==> src/rtl/ttc_pkg.sv <==
`timescale 1ns / 1ps
`default_nettype none

package ttc_pkg;

    localparam int OP_W      = 3;
    localparam int PERIOD_W  = 16;
    localparam int BPB_W     = 5;
    localparam int PULSE_W   = 8;
    localparam int RAMP_W    = 8;
    localparam int MS_W      = 32;
    localparam int SPAN_W    = BPB_W + PERIOD_W;
    localparam int TAPS_W    = 8;
    localparam int NUM_W     = MS_W + RAMP_W;
    localparam int CFG_IDX_W = 3;
    localparam int CFG_DAT_W = 16;

    localparam int DIV_NW = SPAN_W + RAMP_W;
    localparam int DIV_DW = SPAN_W;
    localparam int DIV_CW = $clog2(DIV_NW);

    localparam logic signed [PERIOD_W:0] TAP_GUARD = 17'sd10;
    localparam logic [RAMP_W-1:0]        RAMP_TOP  = 8'hFF;
    localparam logic [TAPS_W-1:0]        TAPS_MAX  = 8'd255;

    localparam logic [BPB_W-1:0]    RST_BPB     = 5'd4;
    localparam logic [PULSE_W-1:0]  RST_PULSE   = 8'd100;
    localparam logic [PERIOD_W-1:0] RST_MIN_P   = 16'd240;
    localparam logic [PERIOD_W-1:0] RST_MAX_P   = 16'd1500;
    localparam logic [PERIOD_W-1:0] RST_TAP_WIN = 16'd2000;
    localparam logic [PERIOD_W-1:0] RST_PERIOD  = 16'd499;

    typedef enum logic [OP_W-1:0] {
        OP_TICK = 3'd0,
        OP_TAP  = 3'd1,
        OP_LOCK = 3'd2,
        OP_LOAD = 3'd3,
        OP_EXT  = 3'd4
    } t_op;

    typedef enum logic [CFG_IDX_W-1:0] {
        CFG_BPB     = 3'd0,
        CFG_PULSE   = 3'd1,
        CFG_MIN_P   = 3'd2,
        CFG_MAX_P   = 3'd3,
        CFG_TAP_WIN = 3'd4
    } t_cfg_idx;

    typedef enum logic [2:0] {
        S_IDLE,
        S_RAMP_MUL,
        S_RAMP_CHK,
        S_RAMP_DIV,
        S_TAP_DIV,
        S_MARK,
        S_FINISH
    } t_state;

    typedef struct packed {
        logic              start;
        logic [DIV_NW-1:0] dividend;
        logic [DIV_DW-1:0] divisor;
    } t_div_req;

    typedef struct packed {
        logic              busy;
        logic              done;
        logic [DIV_NW-1:0] quotient;
    } t_div_rsp;

    typedef struct packed {
        logic                beat_out;
        logic                bar_out;
        logic                tapping_led;
        logic [RAMP_W-1:0]   ramp_level;
        logic [PERIOD_W-1:0] beat_period;
        logic [BPB_W-1:0]    beat_index;
    } t_out_item;

endpackage

`default_nettype wire

==> src/rtl/ttc_if.sv <==
`timescale 1ns / 1ps
`default_nettype none

interface ttc_in_if import ttc_pkg::*; ();
    logic                valid;
    logic                ready;
    logic [OP_W-1:0]     op;
    logic [PERIOD_W-1:0] period_value;

    modport source (output valid, op, period_value, input ready);
    modport sink   (input valid, op, period_value, output ready);
endinterface

interface ttc_out_if import ttc_pkg::*; ();
    logic                valid;
    logic                ready;
    logic                beat_out;
    logic                bar_out;
    logic                tapping_led;
    logic [RAMP_W-1:0]   ramp_level;
    logic [PERIOD_W-1:0] beat_period;
    logic [BPB_W-1:0]    beat_index;

    modport source (output valid, beat_out, bar_out, tapping_led, ramp_level,
                    beat_period, beat_index, input ready);
    modport sink   (input valid, beat_out, bar_out, tapping_led, ramp_level,
                    beat_period, beat_index, output ready);
endinterface

interface ttc_cfg_if import ttc_pkg::*; ();
    logic                 valid;
    logic                 ready;
    logic [CFG_IDX_W-1:0] index;
    logic [CFG_DAT_W-1:0] data;

    modport source (output valid, index, data, input ready);
    modport sink   (input valid, index, data, output ready);
endinterface

`default_nettype wire

==> src/rtl/ttc_div.sv <==
`timescale 1ns / 1ps
`default_nettype none

module ttc_div import ttc_pkg::*; (
    input  wire logic     i_clk,
    input  wire logic     i_rst_n,
    input  wire t_div_req i_req,
    output t_div_rsp      o_rsp
);

    logic              r_busy, n_busy;
    logic              r_done, n_done;
    logic [DIV_CW-1:0] r_cnt, n_cnt;
    logic [DIV_DW-1:0] r_rem, n_rem;
    logic [DIV_NW-1:0] r_quo, n_quo;
    logic [DIV_DW-1:0] r_dsr, n_dsr;

    logic [DIV_DW:0]   w_shift;
    logic [DIV_DW+1:0] w_diff;

    assign w_shift = {r_rem, r_quo[DIV_NW-1]};
    assign w_diff  = {1'b0, w_shift} - {2'b00, r_dsr};

    always_comb begin
        n_busy = r_busy;
        n_done = 1'b0;
        n_cnt  = r_cnt;
        n_rem  = r_rem;
        n_quo  = r_quo;
        n_dsr  = r_dsr;
        if (i_req.start) begin
            n_busy = 1'b1;
            n_cnt  = DIV_CW'(DIV_NW - 1);
            n_rem  = '0;
            n_quo  = i_req.dividend;
            n_dsr  = i_req.divisor;
        end else if (r_busy) begin
            if (!w_diff[DIV_DW+1]) begin
                n_rem = w_diff[DIV_DW-1:0];
                n_quo = {r_quo[DIV_NW-2:0], 1'b1};
            end else begin
                n_rem = w_shift[DIV_DW-1:0];
                n_quo = {r_quo[DIV_NW-2:0], 1'b0};
            end
            n_cnt = r_cnt - 1'b1;
            if (r_cnt == '0) begin
                n_busy = 1'b0;
                n_done = 1'b1;
            end
        end
    end

    always_ff @(posedge i_clk) begin
        if (!i_rst_n) begin
            r_busy <= 1'b0;
            r_done <= 1'b0;
            r_cnt  <= '0;
        end else begin
            r_busy <= n_busy;
            r_done <= n_done;
            r_cnt  <= n_cnt;
        end
    end

    always_ff @(posedge i_clk) begin
        r_rem <= n_rem;
        r_quo <= n_quo;
        r_dsr <= n_dsr;
    end

    assign o_rsp.busy     = r_busy;
    assign o_rsp.done     = r_done;
    assign o_rsp.quotient = r_quo;

endmodule

`default_nettype wire

==> src/rtl/tap_tempo_beat_bar_clock_core.sv <==
`timescale 1ns / 1ps
`default_nettype none

// Lock, load and external beat items go idle to finish; a tap outside the window adds mark,
// a tap inside it tap divide and mark; a tick adds the ramp states while a bar ramp runs.
// One item at a time; the 29-step shared bit-serial divider sets the worst case.
// The result sits in an output register, so the next item is taken while it waits.
// Reset (synchronous, active low) restores state and config registers to defaults, period 499 ms, ramp 255.

module tap_tempo_beat_bar_clock_core import ttc_pkg::*; (
    input  wire logic i_clk,
    input  wire logic i_rst_n,
    ttc_in_if.sink    i_in,
    ttc_out_if.source o_out,
    ttc_cfg_if.sink   i_cfg
);

    logic [BPB_W-1:0]    r_bpb;
    logic [PULSE_W-1:0]  r_pulse_len;
    logic [PERIOD_W-1:0] r_min_p;
    logic [PERIOD_W-1:0] r_max_p;
    logic [PERIOD_W-1:0] r_tap_win;

    t_state              r_state, n_state;
    logic [MS_W-1:0]     r_ms, n_ms;
    logic [PERIOD_W-1:0] r_period, n_period;
    logic [BPB_W-1:0]    r_beat_num, n_beat_num;
    logic [PERIOD_W-1:0] r_wait, n_wait;
    logic [PULSE_W-1:0]  r_beat_left, n_beat_left;
    logic [PULSE_W-1:0]  r_bar_left, n_bar_left;
    logic [PERIOD_W-1:0] r_tap_left, n_tap_left;
    logic [PERIOD_W-1:0] r_tap_start, n_tap_start;
    logic [TAPS_W-1:0]   r_tap_total, n_tap_total;
    logic [MS_W-1:0]     r_ramp_start, n_ramp_start;
    logic [SPAN_W-1:0]   r_ramp_span, n_ramp_span;
    logic                r_audio_en, n_audio_en;
    logic                r_beat_lvl, n_beat_lvl;
    logic                r_bar_lvl, n_bar_lvl;
    logic                r_led_lvl, n_led_lvl;
    logic [RAMP_W-1:0]   r_ramp, n_ramp;
    logic [NUM_W-1:0]    r_num, n_num;
    logic                r_out_valid, n_out_valid;
    t_out_item           r_out, n_out;

    t_div_req            w_div_req;
    t_div_rsp            w_div_rsp;

    logic                w_in_acc;
    logic signed [PERIOD_W:0] w_gap;
    logic                w_guard_ok;
    logic [MS_W-1:0]     w_elapsed;
    logic [PERIOD_W-1:0] w_val_lo;

    assign w_in_acc   = i_in.valid && i_in.ready;
    assign i_in.ready = (r_state == S_IDLE);
    assign i_cfg.ready = 1'b1;

    assign w_gap      = $signed({1'b0, r_period}) - $signed({1'b0, r_wait});
    assign w_guard_ok = (w_gap >= TAP_GUARD);
    assign w_elapsed  = r_ms - r_ramp_start;
    assign w_val_lo   = (i_in.period_value < r_min_p) ? r_min_p : i_in.period_value;

    ttc_div u_div (
        .i_clk   (i_clk),
        .i_rst_n (i_rst_n),
        .i_req   (w_div_req),
        .o_rsp   (w_div_rsp)
    );

    always_ff @(posedge i_clk) begin
        if (!i_rst_n) begin
            r_bpb       <= RST_BPB;
            r_pulse_len <= RST_PULSE;
            r_min_p     <= RST_MIN_P;
            r_max_p     <= RST_MAX_P;
            r_tap_win   <= RST_TAP_WIN;
        end else if (i_cfg.valid && i_cfg.ready) begin
            case (t_cfg_idx'(i_cfg.index))
                CFG_BPB:     r_bpb       <= i_cfg.data[BPB_W-1:0];
                CFG_PULSE:   r_pulse_len <= i_cfg.data[PULSE_W-1:0];
                CFG_MIN_P:   r_min_p     <= i_cfg.data;
                CFG_MAX_P:   r_max_p     <= i_cfg.data;
                CFG_TAP_WIN: r_tap_win   <= i_cfg.data;
                default: ;
            endcase
        end
    end

    always_comb begin
        logic [BPB_W:0]     v_next_beat;
        logic [PULSE_W-1:0] v_bar;
        logic [TAPS_W-1:0]  v_total;

        v_next_beat  = '0;
        v_bar        = '0;
        v_total      = '0;
        n_state      = r_state;
        n_ms         = r_ms;
        n_period     = r_period;
        n_beat_num   = r_beat_num;
        n_wait       = r_wait;
        n_beat_left  = r_beat_left;
        n_bar_left   = r_bar_left;
        n_tap_left   = r_tap_left;
        n_tap_start  = r_tap_start;
        n_tap_total  = r_tap_total;
        n_ramp_start = r_ramp_start;
        n_ramp_span  = r_ramp_span;
        n_audio_en   = r_audio_en;
        n_beat_lvl   = r_beat_lvl;
        n_bar_lvl    = r_bar_lvl;
        n_led_lvl    = r_led_lvl;
        n_ramp       = r_ramp;
        n_num        = r_num;
        n_out        = r_out;
        n_out_valid  = r_out_valid && !o_out.ready;
        w_div_req    = '0;

        case (r_state)
            S_IDLE: begin
                if (w_in_acc) begin
                    n_state = S_FINISH;
                    case (t_op'(i_in.op))
                        OP_TICK: begin
                            n_ms = r_ms + 1'b1;
                            if (r_beat_left != '0) begin
                                n_beat_left = r_beat_left - 1'b1;
                                n_beat_lvl  = 1'b1;
                            end else begin
                                n_beat_lvl  = 1'b0;
                            end
                            v_bar = r_bar_left;
                            if (r_wait != '0) begin
                                n_wait = r_wait - 1'b1;
                            end else begin
                                v_next_beat = {1'b0, r_beat_num} + 1'b1;
                                if (v_next_beat >= {1'b0, r_bpb}) begin
                                    v_next_beat  = '0;
                                    v_bar        = r_pulse_len;
                                    n_ramp_start = r_ms + 1'b1;
                                    n_ramp_span  = {{PERIOD_W{1'b0}}, r_bpb}
                                                 * {{BPB_W{1'b0}}, r_period};
                                end
                                n_beat_num  = v_next_beat[BPB_W-1:0];
                                n_beat_lvl  = 1'b1;
                                n_beat_left = r_pulse_len;
                                n_wait      = r_period - 1'b1;
                            end
                            if (v_bar != '0) begin
                                n_bar_left = v_bar - 1'b1;
                                n_bar_lvl  = 1'b1;
                            end else begin
                                n_bar_left = v_bar;
                                n_bar_lvl  = 1'b0;
                            end
                            if (r_tap_left != '0) begin
                                n_led_lvl  = 1'b1;
                                n_tap_left = r_tap_left - 1'b1;
                            end else begin
                                n_led_lvl  = 1'b0;
                            end
                            if (n_ramp_span == '0) begin
                                n_ramp = RAMP_TOP;
                            end else begin
                                n_state = S_RAMP_MUL;
                            end
                        end
                        OP_TAP: begin
                            if (r_tap_left != '0) begin
                                v_total     = (r_tap_total < TAPS_MAX) ?
                                              r_tap_total + 1'b1 : r_tap_total;
                                n_tap_total = v_total;
                                w_div_req.start    = 1'b1;
                                w_div_req.dividend = DIV_NW'(r_ms[PERIOD_W-1:0] - r_tap_start);
                                w_div_req.divisor  = DIV_DW'(v_total);
                                n_state = S_TAP_DIV;
                            end else begin
                                n_tap_start = r_ms[PERIOD_W-1:0];
                                n_tap_total = '0;
                                n_beat_num  = r_bpb;
                                n_state     = S_MARK;
                            end
                        end
                        OP_LOCK: begin
                            if (r_tap_left != '0) begin
                                n_tap_left = '0;
                                n_audio_en = 1'b0;
                            end else begin
                                n_audio_en = 1'b1;
                                n_tap_left = r_tap_win;
                            end
                        end
                        OP_LOAD: begin
                            n_period = (w_val_lo > r_max_p) ? r_max_p : w_val_lo;
                        end
                        OP_EXT: begin
                            if (r_audio_en) begin
                                n_tap_left = r_tap_win;
                                if (w_guard_ok) begin
                                    n_wait = '0;
                                end
                                n_period = (i_in.period_value > r_max_p) ?
                                           r_max_p : i_in.period_value;
                            end
                        end
                        default: ;
                    endcase
                end
            end
            S_RAMP_MUL: begin
                n_num   = {w_elapsed, {RAMP_W{1'b0}}} - {{RAMP_W{1'b0}}, w_elapsed};
                n_state = S_RAMP_CHK;
            end
            S_RAMP_CHK: begin
                if (r_num >= NUM_W'({r_ramp_span, {RAMP_W{1'b0}}})) begin
                    n_ramp  = '0;
                    n_state = S_FINISH;
                end else begin
                    w_div_req.start    = 1'b1;
                    w_div_req.dividend = r_num[DIV_NW-1:0];
                    w_div_req.divisor  = r_ramp_span;
                    n_state = S_RAMP_DIV;
                end
            end
            S_RAMP_DIV: begin
                if (w_div_rsp.done) begin
                    n_ramp  = RAMP_TOP - w_div_rsp.quotient[RAMP_W-1:0];
                    n_state = S_FINISH;
                end
            end
            S_TAP_DIV: begin
                if (w_div_rsp.done) begin
                    n_period = w_div_rsp.quotient[PERIOD_W-1:0];
                    n_state  = S_MARK;
                end
            end
            S_MARK: begin
                n_tap_left = r_tap_win;
                if (w_guard_ok) begin
                    n_wait = '0;
                end
                n_state = S_FINISH;
            end
            S_FINISH: begin
                if (!r_out_valid || o_out.ready) begin
                    n_out_valid       = 1'b1;
                    n_out.beat_out    = r_beat_lvl;
                    n_out.bar_out     = r_bar_lvl;
                    n_out.tapping_led = r_led_lvl;
                    n_out.ramp_level  = r_ramp;
                    n_out.beat_period = r_period;
                    n_out.beat_index  = r_beat_num;
                    n_state           = S_IDLE;
                end
            end
            default: begin
                n_state = S_IDLE;
            end
        endcase
    end

    always_ff @(posedge i_clk) begin
        if (!i_rst_n) begin
            r_state      <= S_IDLE;
            r_ms         <= '0;
            r_period     <= RST_PERIOD;
            r_beat_num   <= '0;
            r_wait       <= '0;
            r_beat_left  <= '0;
            r_bar_left   <= '0;
            r_tap_left   <= '0;
            r_tap_start  <= '0;
            r_tap_total  <= '0;
            r_ramp_start <= '0;
            r_ramp_span  <= '0;
            r_audio_en   <= 1'b1;
            r_beat_lvl   <= 1'b0;
            r_bar_lvl    <= 1'b0;
            r_led_lvl    <= 1'b0;
            r_ramp       <= RAMP_TOP;
            r_out_valid  <= 1'b0;
        end else begin
            r_state      <= n_state;
            r_ms         <= n_ms;
            r_period     <= n_period;
            r_beat_num   <= n_beat_num;
            r_wait       <= n_wait;
            r_beat_left  <= n_beat_left;
            r_bar_left   <= n_bar_left;
            r_tap_left   <= n_tap_left;
            r_tap_start  <= n_tap_start;
            r_tap_total  <= n_tap_total;
            r_ramp_start <= n_ramp_start;
            r_ramp_span  <= n_ramp_span;
            r_audio_en   <= n_audio_en;
            r_beat_lvl   <= n_beat_lvl;
            r_bar_lvl    <= n_bar_lvl;
            r_led_lvl    <= n_led_lvl;
            r_ramp       <= n_ramp;
            r_out_valid  <= n_out_valid;
        end
    end

    always_ff @(posedge i_clk) begin
        r_num <= n_num;
        r_out <= n_out;
    end

    assign o_out.valid       = r_out_valid;
    assign o_out.beat_out    = r_out.beat_out;
    assign o_out.bar_out     = r_out.bar_out;
    assign o_out.tapping_led = r_out.tapping_led;
    assign o_out.ramp_level  = r_out.ramp_level;
    assign o_out.beat_period = r_out.beat_period;
    assign o_out.beat_index  = r_out.beat_index;

`ifndef SYNTHESIS
    a_div_busy_in_div_state: assert property (@(posedge i_clk) disable iff (!i_rst_n)
        w_div_rsp.busy |-> (r_state == S_RAMP_DIV || r_state == S_TAP_DIV))
        else $error("divider busy outside a divide state");

    a_ramp_quot_fits: assert property (@(posedge i_clk) disable iff (!i_rst_n)
        (r_state == S_RAMP_DIV && w_div_rsp.done)
            |-> (w_div_rsp.quotient[DIV_NW-1:RAMP_W] == '0))
        else $error("ramp quotient exceeds ramp range");

    a_result_from_finish: assert property (@(posedge i_clk) disable iff (!i_rst_n)
        (n_out_valid && !(r_out_valid && !o_out.ready)) |-> (r_state == S_FINISH))
        else $error("result loaded outside finish state");
`endif

endmodule

`default_nettype wire
==> src/flat_wrapper.sv <==
// flat-port wrapper written by rule: the top's interface ports become plain ports
module tap_tempo_beat_bar_clock_core_flat import ttc_pkg::*;
  (i_clk, i_rst_n, i_in_valid, i_in_op, i_in_period_value, i_in_ready, o_out_valid, o_out_beat_out, o_out_bar_out, o_out_tapping_led, o_out_ramp_level, o_out_beat_period, o_out_beat_index, o_out_ready, i_cfg_valid, i_cfg_index, i_cfg_data, i_cfg_ready);
  ttc_in_if i_in_i ();
  ttc_out_if o_out_i ();
  ttc_cfg_if i_cfg_i ();
  input  wire logic i_clk;
  input  wire logic i_rst_n;
  input wire logic [$bits(i_in_i.valid)-1:0] i_in_valid;
  input wire logic [$bits(i_in_i.op)-1:0] i_in_op;
  input wire logic [$bits(i_in_i.period_value)-1:0] i_in_period_value;
  output wire logic [$bits(i_in_i.ready)-1:0] i_in_ready;
  output wire logic [$bits(o_out_i.valid)-1:0] o_out_valid;
  output wire logic [$bits(o_out_i.beat_out)-1:0] o_out_beat_out;
  output wire logic [$bits(o_out_i.bar_out)-1:0] o_out_bar_out;
  output wire logic [$bits(o_out_i.tapping_led)-1:0] o_out_tapping_led;
  output wire logic [$bits(o_out_i.ramp_level)-1:0] o_out_ramp_level;
  output wire logic [$bits(o_out_i.beat_period)-1:0] o_out_beat_period;
  output wire logic [$bits(o_out_i.beat_index)-1:0] o_out_beat_index;
  input wire logic [$bits(o_out_i.ready)-1:0] o_out_ready;
  input wire logic [$bits(i_cfg_i.valid)-1:0] i_cfg_valid;
  input wire logic [$bits(i_cfg_i.index)-1:0] i_cfg_index;
  input wire logic [$bits(i_cfg_i.data)-1:0] i_cfg_data;
  output wire logic [$bits(i_cfg_i.ready)-1:0] i_cfg_ready;
  assign i_in_i.valid = i_in_valid;
  assign i_in_i.op = i_in_op;
  assign i_in_i.period_value = i_in_period_value;
  assign i_in_ready = i_in_i.ready;
  assign o_out_valid = o_out_i.valid;
  assign o_out_beat_out = o_out_i.beat_out;
  assign o_out_bar_out = o_out_i.bar_out;
  assign o_out_tapping_led = o_out_i.tapping_led;
  assign o_out_ramp_level = o_out_i.ramp_level;
  assign o_out_beat_period = o_out_i.beat_period;
  assign o_out_beat_index = o_out_i.beat_index;
  assign o_out_i.ready = o_out_ready;
  assign i_cfg_i.valid = i_cfg_valid;
  assign i_cfg_i.index = i_cfg_index;
  assign i_cfg_i.data = i_cfg_data;
  assign i_cfg_ready = i_cfg_i.ready;
  tap_tempo_beat_bar_clock_core u_core (.i_clk(i_clk), .i_rst_n(i_rst_n), .i_in(i_in_i), .o_out(o_out_i), .i_cfg(i_cfg_i));
endmodule
==> config.mk <==
export PLATFORM = sky130hd
export DESIGN_NAME = tap_tempo_beat_bar_clock_core_flat
export DESIGN_NICKNAME = d
export VERILOG_FILES = /design/src/rtl/ttc_pkg.sv /design/src/rtl/ttc_if.sv /design/src/rtl/ttc_div.sv /design/src/rtl/tap_tempo_beat_bar_clock_core.sv /design/src/flat_wrapper.sv
export SDC_FILE = /design/constraint.sdc
export NUM_CORES = 1
export LEC_CHECK = 0
export BUFFER_PORTS_ARGS = -buffer_cell sky130_fd_sc_hd__buf_2
export CAP_MARGIN = 20
export CELL_PAD_IN_SITES_DETAIL_PLACEMENT = 0
export CELL_PAD_IN_SITES_GLOBAL_PLACEMENT = 2
export CORE_ASPECT_RATIO = 2
export CORE_MARGIN = 8
export CORE_UTILIZATION = 39
export CTS_CLUSTER_DIAMETER = 40
export CTS_CLUSTER_SIZE = 8
export DETAILED_ROUTE_END_ITERATION = 10
export PLACE_DENSITY = 0.84
export SYNTH_ARGS = -nofsm -noshare
export SYNTH_HDL_FRONTEND = slang
export SYNTH_SLANG_ARGS = --single-unit
==> constraint.sdc <==
create_clock -name i_clk -period 5.8 [get_ports i_clk]
set_clock_uncertainty 0.1 [all_clocks]
set_input_delay 0.58 -clock i_clk [delete_from_list [all_inputs] [get_ports i_clk]]
set_output_delay 0.58 -clock i_clk [all_outputs]
set_load 0.02 [all_outputs]
==> results.txt <==
----------------------------------------------------
[Routing]
  # DRC ... 0
  Vias post-DR ... 25390
  Violation count after the first detailed-route iteration ... 1457
  DRT Pass-1 Iters ... 5
  Met2 routed WL ... 53.49 mm
  Wire per inst ... 21.96 um
  Final WL ... 97.44 mm
  Total routed wire length on the met1 layer ... 33.01 mm
  Routed wl met3 ... 3.836 mm
  Count of antenna-violating nets left after detailed routing ... 0
  Number of vias per cell ... 5.721
  Highest routing layer actually used ... met4

[Clock network]
  Buffer levels on the longest clock path ... 3
  Master cell of the clock root buffer ... sky130_fd_sc_hd__clkbuf_16
  Worst skew pair latency ... 0.64 ns
  Level count of the clock H-tree ... 3
  Clock slew seen by the registers of the worst setup and hold paths ... 0.05 ns
  TritonCTS buffer count ... 69
  TritonCTS clock tree ... done
  Clk sink count ... 405

[Cells and area]
  Number of filler cells placed in the layout ... 7049
  Final-stage net count ... 3782
  Share of post-route cells with drive strength above 1 ... 10.28%
  Fin cells ... 4437
  Area used by sequential logic in the layout ... 9333 sq um
  Final cell utilization of the core ... 44.91%
  Area used by multi-input combinational logic ... 17370 sq um
  Area added between synthesis and finish ... 14.18%

[Power and ir drop]
  Share of total power consumed by net switching ... 37.33%
  Clock network power share ... 33.4%
  Part of the total power dissipated in sequential elements ... 28.9%
  Total internal power ... 7.818 mW
  VDD IR max ... 0.4003 mV
  Sw power ... 4.656 mW
  Pwr dens ... 387.6 nW/um^2
  Static leakage ... 12.92 nW
  Part of the power in combinational logic ... 37.7%

[Timing]
  Final-report setup violation count ... 0
  Final hold slack ... 0.1086 ns
  Worst Setup Slack, final ... 0.3069 ns
  Final worst-path cycle share ... 94.71%
  Pins Over Slew Limit ... 0
  Achievable frequency ... 182.0 MHz
  Worst slew slack as a fraction of its limit ... 28.49%
  Transition time at the pin with the least slew margin ... 1.069 ns
  Final Hold Fails ... 0
  Shortest clock period the worst path allows after layout ... 5.493 ns
  Total Negative Setup Slacks ... 0 ns

[Floorplanning]
  Placement Rows ... 139
  Full die area ... 81640 sq um
  Die H ... 396.2 um
  Starting Density ... 39.33%
  Area inside the core boundary ... 71650 sq um
  Count of pins on the block boundary ... 78
  Die width ... 206.1 um

[GRT]
  Global-route usage over all layers ... 23.55%
  Antenna violations before repair ... 1
  Pin count of the biggest net entering global routing ... 114
  Wire length of the first global-routing pass ... 148.6 mm
  Via count of the first global-routing pass ... 25860
  Total grt overflow ... 0

[Outcome]
  Outcome ... completed

[Critical path]
  Crit path top cell by count ... sky130_fd_sc_hd__fa_1
  Critical path fanouts, max ... 8
  Cell breakdown of the critical path ... nand2_1 -> fa_1 -> inv_1 -> fa_1 -> fa_1 -> ha_1 -> a2111oi_2 -> o21ai_1 -> buf_4 -> a31oi_1 -> nor3b_1 -> o21a_1 -> o31a_1 -> nor4_2 -> o211ai_1 -> a21o_2 -> a31oi_1
  Worst setup path class ... reg2reg
  CP top delay family ... compound AO/OA/AOI/OAI gates
  Arrival time of data at the critical path endpoint ... 5.93 ns
  Critical path startpoint category ... flop
  Bufs and invs on worst path ... 2
  Delay of the slowest critical-path stage ... 0.56 ns
  Data required time of the critical path ... 6.24 ns
  Type of destination of the critical path ... flop
  Slowest stage cell, crit path ... sky130_fd_sc_hd__dfxtp_1

[Yosys]
  Post-synthesis async set-or-reset flop share ... 0%
  Unique cell type count in the Yosys netlist ... 103
  Mean post-synth cell area ... 8.294 sq um
  Post-synth net total ... 3707
  Number of warnings issued by yosys ... 0
  Number of cells produced by synthesis ... 3398
  EDFF count, synth ... 122
  Fraction of the yosys area taken by sequential cells ... 33.10%
  Synth Cell Area ... 28180 sq um
  Flop and latch count out of synthesis ... 405
  Most frequently used flop master after synthesis ... sky130_fd_sc_hd__dfxtp_1

[Place]
  Setup slack after placement ... 0.1818 ns
  Post-detail-place hpwl ... 75.59 mm
  Placer's final routability congestion estimate ... 0.9822
  Placed cells ... 4314
  Number of buffers inserted by port buffering ... 76

[Job]
  Max Cap Violations ... 0

[Hold path]
  Worst min-delay path category ... in2reg

----------------------------------------------------
## layer usage
layer / vias to the layer above / global-route usage (%)
met5: - / 0
met3: 255 / 3.580
li1: 12260 / -
met2: 630 / 45.36
met4: 0 / 15.87
met1: 12240 / 22.19
## cell type report
type                    instances  share of cell area [%]
diodes                          1                0.007776
multi-input cells            2581                   53.97
flip-flops and latches        405                   29.00
repair buffers                164                   3.297
clock buffers                  99                   6.202
well taps                     916                   3.562
clock inverters                19                   1.003
inverters                     252                   2.955
## cells in the final DEF (no fill, tap or decap), types with 33 or more instances in the layout
cell                          n
sky130_fd_sc_hd__clkbuf_16   74
sky130_fd_sc_hd__a211oi_1    54
sky130_fd_sc_hd__a31oi_1     45
sky130_fd_sc_hd__fa_1        46
sky130_fd_sc_hd__xnor2_1     94
sky130_fd_sc_hd__nand2_1    425
sky130_fd_sc_hd__mux2i_1     33
sky130_fd_sc_hd__nor3_1      86
sky130_fd_sc_hd__and2_1      69
sky130_fd_sc_hd__a21oi_1    274
sky130_fd_sc_hd__dfxtp_1    280
sky130_fd_sc_hd__inv_1      250
sky130_fd_sc_hd__buf_4       87
sky130_fd_sc_hd__o21ai_0    150
sky130_fd_sc_hd__o21a_1      42
sky130_fd_sc_hd__buf_2       76
sky130_fd_sc_hd__nor2_1     272
sky130_fd_sc_hd__a21o_1      63
sky130_fd_sc_hd__ha_1       217
sky130_fd_sc_hd__o211ai_1    47
sky130_fd_sc_hd__xor2_1      69
sky130_fd_sc_hd__edfxtp_1   122
sky130_fd_sc_hd__nand3_1     84
## synthesized netlist by cell type (10+ instances only)
| master | number | area share (%) |
|---|---|---|
| sky130_fd_sc_hd__ha_1 | 220 | 9.8 |
| sky130_fd_sc_hd__nor2b_1 | 30 | 0.67 |
| sky130_fd_sc_hd__nor3_1 | 89 | 1.6 |
| sky130_fd_sc_hd__o211ai_1 | 47 | 1.3 |
| sky130_fd_sc_hd__or2_2 | 14 | 0.31 |
| sky130_fd_sc_hd__inv_1 | 250 | 3.3 |
| sky130_fd_sc_hd__nand2_1 | 426 | 5.7 |
| sky130_fd_sc_hd__o21bai_1 | 12 | 0.32 |
| sky130_fd_sc_hd__a221o_1 | 10 | 0.36 |
| sky130_fd_sc_hd__nand4_1 | 31 | 0.69 |
| sky130_fd_sc_hd__and2_1 | 69 | 1.5 |
| sky130_fd_sc_hd__or3_1 | 26 | 0.58 |
| sky130_fd_sc_hd__dfxtp_1 | 283 | 20 |
| sky130_fd_sc_hd__o221ai_1 | 19 | 0.59 |
| sky130_fd_sc_hd__nor3b_1 | 14 | 0.37 |
| sky130_fd_sc_hd__buf_2 | 18 | 0.32 |
| sky130_fd_sc_hd__xnor2_1 | 94 | 2.9 |
| sky130_fd_sc_hd__o2111ai_1 | 13 | 0.40 |
| sky130_fd_sc_hd__nand3_1 | 84 | 1.5 |
| sky130_fd_sc_hd__a211oi_1 | 54 | 1.4 |
| sky130_fd_sc_hd__fa_1 | 46 | 3.3 |
| sky130_fd_sc_hd__a22oi_1 | 28 | 0.75 |
| sky130_fd_sc_hd__o21a_1 | 42 | 1.1 |
| sky130_fd_sc_hd__nor2_1 | 273 | 3.6 |
| sky130_fd_sc_hd__nand2b_1 | 26 | 0.58 |
| sky130_fd_sc_hd__xor2_1 | 69 | 2.1 |
| sky130_fd_sc_hd__mux2i_1 | 33 | 1.2 |
| sky130_fd_sc_hd__and3_1 | 33 | 0.73 |
| sky130_fd_sc_hd__a21o_1 | 64 | 1.7 |
| sky130_fd_sc_hd__edfxtp_1 | 122 | 13 |
| sky130_fd_sc_hd__a21oi_1 | 276 | 4.9 |
| sky130_fd_sc_hd__o21ai_0 | 151 | 2.7 |
| sky130_fd_sc_hd__o21ai_1 | 20 | 0.36 |
| sky130_fd_sc_hd__nor4_1 | 27 | 0.60 |
| sky130_fd_sc_hd__mux2_2 | 17 | 0.68 |
| sky130_fd_sc_hd__a31oi_1 | 46 | 1.0 |
| sky130_fd_sc_hd__clkbuf_1 | 131 | 1.7 |
## logic make-up after synthesis
family                     after synthesis  synth area share (%)
and+or+nand+nor                       1198                 20.28
buffers and inverters                  412                 5.621
xor gates and xnor gates               163                 5.066
DFF                                    405                 33.10
adders and majority gates              266                 13.03
muxes                                   51                 1.891
AOI/OAI and AO/OA                      902                 21.00
other                                    1               0.01331
## timing repair
action | 4_1_cts | 5_1_grt
hold buffers | 0 | 0
endpoints found under the hold margin | 0 | 0
resized for setup | 0 | 17
setup endpoints to repair | 0 | 14
setup buffers | 0 | 2
## sequential cells by signal, summed over array words and instances, names as in the netlist, 16 cells and up
| signal | count |
|---|---|
| u_core.o_out.beat_period | 16 |
| u_core.r_ms | 32 |
| u_core.r_min_p | 16 |
| u_core.r_tap_left | 16 |
| u_core.r_period | 16 |
| u_core.r_tap_start | 16 |
| u_core.u_div.r_dsr | 21 |
| u_core.r_max_p | 16 |
| u_core.u_div.r_rem | 21 |
| u_core.r_ramp_start | 32 |
| u_core.r_wait | 16 |
| u_core.r_ramp_span | 21 |
| u_core.r_num | 40 |
| u_core.u_div.r_quo | 29 |
| u_core.r_tap_win | 16 |
## final timing paths
check                                        start                  endpoint  slack, ns  cells after the start
worst min-delay path                i_cfg_data[10]      u_core.r_tap_win[10]       0.11                      3
worst max register to register  u_core.r_period[5]          u_core.r_ramp[4]       0.31                     17
worst min register to register    u_core.r_led_lvl  u_core.o_out.tapping_led       0.32                      0
worst max-delay path            u_core.r_period[5]          u_core.r_ramp[4]       0.31                     17
## power groups by stage
stage                     sequential [mW]  clock, mW  combinational, mW
after global placement               3.64          0               4.59
after floorplan                      3.59          0               3.25
after CTS                            3.60       4.26               4.69
after global routing                 3.63       4.37               5.13
final                                3.60       4.16               4.71
after detailed placement             3.65          0               4.66
## tightest hold or removal path, stage by stage
cell and delay (ns):
sky130_fd_sc_hd__buf_2 0.11, sky130_fd_sc_hd__nand2_1 0.05, sky130_fd_sc_hd__nand3_1 0.07
## per-stage QoR
| step | total power, mW | instance area, sq um |
|---|---|---|
| 2_1_floorplan | 6.838 | 28180 |
| 3_3_place_gp | 8.232 | 29740 |
| 3_5_place_dp | 8.309 | 29750 |
| 4_1_cts | 12.54 | 32070 |
| 5_1_grt | 13.13 | 32180 |
| 6_report | 12.47 | 32180 |
(Power assumes the default switching activity.)
